==> config.mk <==
export PLATFORM = sky130hd
export DESIGN_NAME = hpnm_cell
export DESIGN_NICKNAME = d
export VERILOG_FILES = /design/src/hdl/hpnm_pkg.sv /design/src/hdl/hpnm_cell.sv
export SDC_FILE = /design/constraint.sdc
export NUM_CORES = 1
export LEC_CHECK = 0
export BUFFER_PORTS_ARGS = -buffer_cell sky130_fd_sc_hd__buf_4
export CAP_MARGIN = 20
export CORE_UTILIZATION = 40
export CTS_CLUSTER_DIAMETER = 80
export CTS_CLUSTER_SIZE = 24
export DETAILED_ROUTE_END_ITERATION = 7
export SYNTH_ARGS = -nofsm -noshare
export SYNTH_HDL_FRONTEND = slang
export SYNTH_SLANG_ARGS = --single-unit
==> constraint.sdc <==
create_clock -name clk -period 38.9 [get_ports clk]
set_clock_uncertainty 0.05 [all_clocks]
set_input_delay 3.89 -clock clk [delete_from_list [all_inputs] [get_ports clk]]
set_output_delay 3.89 -clock clk [all_outputs]
set_load 0.005 [all_outputs]
==> src/hdl/hpnm_pkg.sv <==
// hpnm_pkg: shared types and constants for the hsv palette nearest-match search
// used by hpnm_cell and hsv_palette_nearest_match
`timescale 1ns / 1ps

package hpnm_pkg;

    localparam int COLOR_COUNT_DEF = 256;
    // wide enough for any palette position up to 1024 entries
    localparam int IDX_W  = 10;
    localparam int DIST_W = 20;

    localparam logic OP_LOAD  = 1'b0;
    localparam logic OP_QUERY = 1'b1;

    localparam logic [7:0] DARK_INIT = 8'd255;

    typedef struct packed {
        logic       en;
        logic [7:0] idx;
        logic [8:0] hue;
        logic [7:0] sat;
        logic [7:0] val;
    } load_t;

    typedef struct packed {
        logic [8:0]        hue;
        logic [7:0]        sat;
        logic [7:0]        val;
        logic              nz;
        logic [DIST_W-1:0] best;
        logic [IDX_W-1:0]  bidx;
        logic [7:0]        bval;
        logic              done;
        logic [7:0]        dark;
        logic [IDX_W-1:0]  gidx;
        logic              grey;
    } tok_t;

endpackage

==> src/hdl/hpnm_cell.sv <==
// hpnm_cell: one palette entry plus one search step of the query token
// depends on hpnm_pkg
`timescale 1ns / 1ps

module hpnm_cell
    import hpnm_pkg::*;
#(
    parameter int INDEX = 1
)
(
    input  logic clk,
    input  logic rst_n,
    input  load_t ld,
    input  tok_t  tin,
    input  logic  vin,
    output tok_t  tout,
    output logic  vout
);

    logic [8:0] ent_hue_reg;
    logic [7:0] ent_sat_reg;
    logic [7:0] ent_val_reg;

    logic signed [10:0] eh;
    logic signed [10:0] qh;
    logic signed [10:0] diff;
    logic signed [10:0] dh;
    logic signed [8:0]  ds;
    logic signed [8:0]  dv;
    logic signed [21:0] dh_sq;
    logic signed [17:0] ds_sq;
    logic signed [17:0] dv_sq;
    logic [DIST_W-1:0]  score;
    logic               take;
    tok_t               tok_next;
    tok_t               tok_reg;
    logic               vout_reg;

    always_ff @(posedge clk)
    begin
        if (ld.en && (IDX_W'(ld.idx) == IDX_W'(INDEX)))
        begin
            ent_hue_reg <= ld.hue;
            ent_sat_reg <= ld.sat;
            ent_val_reg <= ld.val;
        end
    end

    always_comb
    begin
        eh   = $signed({2'b00, ent_hue_reg});
        qh   = $signed({2'b00, tin.hue});
        diff = eh - qh;
        dh   = diff;
        if (diff > 11'sd180)
        begin
            dh = qh + 11'sd360 - eh;
        end
        else if (diff < -11'sd180)
        begin
            dh = eh + 11'sd360 - qh;
        end
        // low saturation makes hue meaningless
        if (tin.sat <= 8'd2)
        begin
            dh = '0;
        end
        ds    = $signed({1'b0, ent_sat_reg}) - $signed({1'b0, tin.sat});
        dv    = $signed({1'b0, ent_val_reg}) - $signed({1'b0, tin.val});
        dh_sq = dh * dh;
        ds_sq = ds * ds;
        dv_sq = dv * dv;
        score = {1'b0, dh_sq[17:0], 1'b0} + DIST_W'(ds_sq[15:0]) + DIST_W'(dv_sq[15:0]);

        tok_next = tin;
        take     = !tin.done && (score < tin.best);
        if (take)
        begin
            tok_next.best = score;
            tok_next.bidx = IDX_W'(INDEX - 1);
            tok_next.bval = ent_val_reg;
            tok_next.done = (score == '0);
        end
        // exact match ends the scan before the grey check
        if (!tin.done && !(take && score == '0) && ent_sat_reg == 8'd0
            && ent_val_reg != 8'd0 && ent_val_reg < tin.dark)
        begin
            tok_next.dark = ent_val_reg;
            tok_next.gidx = IDX_W'(INDEX - 1);
            tok_next.grey = 1'b1;
        end
    end

    always_ff @(posedge clk)
    begin
        tok_reg <= tok_next;
    end

    always_ff @(posedge clk or negedge rst_n)
    begin
        if (!rst_n)
        begin
            vout_reg <= 1'b0;
        end
        else
        begin
            vout_reg <= vin;
        end
    end

    assign tout = tok_reg;
    assign vout = vout_reg;

endmodule

==> results by group <==
Setup path
  • Crit path buf inv count: 10
  • Cell mode on critical path: inv_1
  • Critical-path top delay cell: xnor2_1
  • Signal arrival time at the worst endpoint: 16610 ps
  • Req. time, crit path: 39110 ps
  • Crit Path Class: primary input to register
  • CP Max Fanout: 19
  • Top delay family on crit path: adder cells
  • Startpoint Class: primary input
  • Setup crit end kind: register
  • CP peak stage delay: 810 ps

Clock network
  • TritonCTS clock tree: built
  • Clk Latency, worst-skew pair: 370 ps
  • # clock sinks: 110
  • Clock root buffer: clkbuf_16
  • Hold buffers post-CTS: 0
  • TritonCTS Buffers: 9
  • CTS resizes: 0
  • CTS max path bufs: 2
  • Clock transition at the registers of the reported paths: 80 ps
  • Post-CTS Setup Bufs: 0
  • CTS HTree Levels: 3

Logic synthesis
  • FF+latch count, synth: 110
  • Ys async rst share: 0.00909
  • Area contributors post-synth: fa_1, ha_1, dfxtp_1
  • Sequential element share of the synthesized area: 0.164
  • Mapped Avg Cell Area: 9.29 um2
  • Library cells used by synthesis: 66
  • Synthesized Nets: 2135
  • Number of synthesized flops with an enable pin: 25
  • Post-Syn Area: 14900 um2
  • Synth Flop Type: dfxtp_1
  • Yosys top cell by area: fa_1
  • Yosys warnings: 0
  • Cells after Synth: 1609
  • Synth top area share: 0.280

Die
  • Core box area: 36700 um2
  • Die W: 195 um
  • Num rows: 70
  • Die Area: 38100 um2
  • Height of the die: 195 um
  • Boundary pin count: 206
  • Starting Density: 0.407

Layout
  • Register area: 2460 um2
  • Final Non-Filler Cells: 2279
  • Nets@finish: 2332
  • # fillers: 3491
  • Final Util: 0.473
  • Area of the multi-input gates: 11000 um2
  • Max reg flops: 84
  • Area Growth Syn to Fin: 16.0%
  • Fraction of layout cells with a size suffix above 1: 0.145
  • Antenna diodes: 0

Drt
  • # DRC: 0
  • Via count: 11200
  • Detailed Route Iter0 Violations: 515
  • DRT antenna net count: 0
  • First-pass DRT Iterations: 6
  • DRT Wirelength: 36.9 mm
  • Routed wire per std cell: 16.2 um
  • Vias per cell: 4.90

GRT
  • Largest net degree at the start of global routing: 46
  • Global-route wire length before repair: 60.3 mm
  • Tot GR Track Use: 0.203
  • Vias in the first global route: 11500
  • Number of antenna violations at the first check in global routing: 0
  • Grt ovf: 0

Placed design
  • Placer congestion estimate: 0.895
  • Placed Cells: 2263
  • I/O Buffers: 205
  • Dpl hpwl: 32.2 mm

STA
  • Final Max Slew Viols: 0
  • Final min period: 16400 ps
  • Period utilization: 0.422
  • Total negative slack: 0 ps
  • RSZ-0062 raised after global routing: false
  • Hold WS: 536 ps
  • Worst slew pin tran: 1040 ps
  • Setup Viol. Count Final: 0
  • Slew margin rel.: 0.304
  • Fmax: 61.0 MHz
  • Hold Violations, Final: 0

Worst hold path
  • Worst Hold Class: register to register

Flow run
  • Max-Cap Viols: 0

Run status
  • Status: complete, no violations
cell type report:
class | count | area share
clock buffers | 11 | 0.0159
inverters | 374 | 0.0810
repair buffers | 210 | 0.0909
flip-flops and latches | 110 | 0.142
multi-input cells | 1101 | 0.634
clock inverters | 5 | 0.00325
well taps | 468 | 0.0338
worst paths after layout:
check                                    start        to  slack [ps]  cells after the start
worst max-delay path                   tin[76]  tout[15]       22500                     51
worst min-delay path            ent_val_reg[0]  tout[11]         540                      1
worst max register to register  ent_hue_reg[1]  tout[15]       25770                     49
worst min register to register  ent_val_reg[0]  tout[11]         540                      1
max in group asynchronous                rst_n      vout       35490                      1
min in group asynchronous                rst_n      vout        3240                      1
synth_stat cells, types with 3 or more instances:
library cell  count
inv_1           372
fa_1            209
ha_1            196
nor2_1          101
nand2_1          91
dfxtp_1          84
a21oi_1          82
xnor2_1          80
o21ai_0          43
and2_1           30
mux2_2           28
a21o_1           25
edfxtp_1         25
nor2b_1          25
clkbuf_1         20
xor2_1           20
o21bai_1         19
nand2b_1         18
nand3_1          18
a211oi_1         13
nor3_1           12
nor4_1           11
o21a_1            9
o31ai_1           6
mux2i_1           5
a31oi_1           4
a211o_1           3
maj3_1            3
nand3b_1          3
o31a_1            3
or2_2             3
or4_1             3
through the flow:
step           cell area, um2  worst slack [ps]
3_3_place_gp            17000             22580
3_5_place_dp            17000             22230
6_report                17300             22500
4_1_cts                 17300             22580
2_1_floorplan           14900             23160
5_1_grt                 17300             21510
cell families (layout without fill, tap and decap cells):
group,after synthesis,after routing,synth area share
xor gates and xnor gates,102,102,0.0612
AOI/OAI and AO/OA,225,225,0.0959
DFF,110,110,0.164
muxes,34,34,0.0252
adders and majority gates,408,408,0.446
buffers and inverters,398,600,0.101
and+or+nand+nor,332,332,0.106
layout by cell type, fill, tap and decap left out, drive strengths merged, types with 3 or more instances in the layout:
cell / n
inv: 374
buf: 210
fa: 209
ha: 196
nor2: 101
nand2: 91
dfxtp: 84
a21oi: 82
xnor2: 80
o21ai: 44
and2: 33
mux2: 29
a21o: 25
nor2b: 25
edfxtp: 25
xor2: 21
o21bai: 19
nand3: 18
nand2b: 18
a211oi: 13
nor3: 12
nor4: 11
clkbuf: 11
o21a: 9
o31ai: 6
mux2i: 5
clkinv: 5
a31oi: 4
or2: 4
nand3b: 3
maj3: 3
o31a: 3
a211o: 3
or4: 3
routing by layer:
metal  track usage  up-vias  part of all wire
met5             0        -                 0
met4        0.0624        0             0.023
met3        0.0344       34             0.059
met2         0.334      299              0.48
met1         0.271     5360              0.44
li1              -     5476                 -
Power is not shown: default switching activity piles up to over one toggle a cycle in this logic, so the estimate is an artifact.
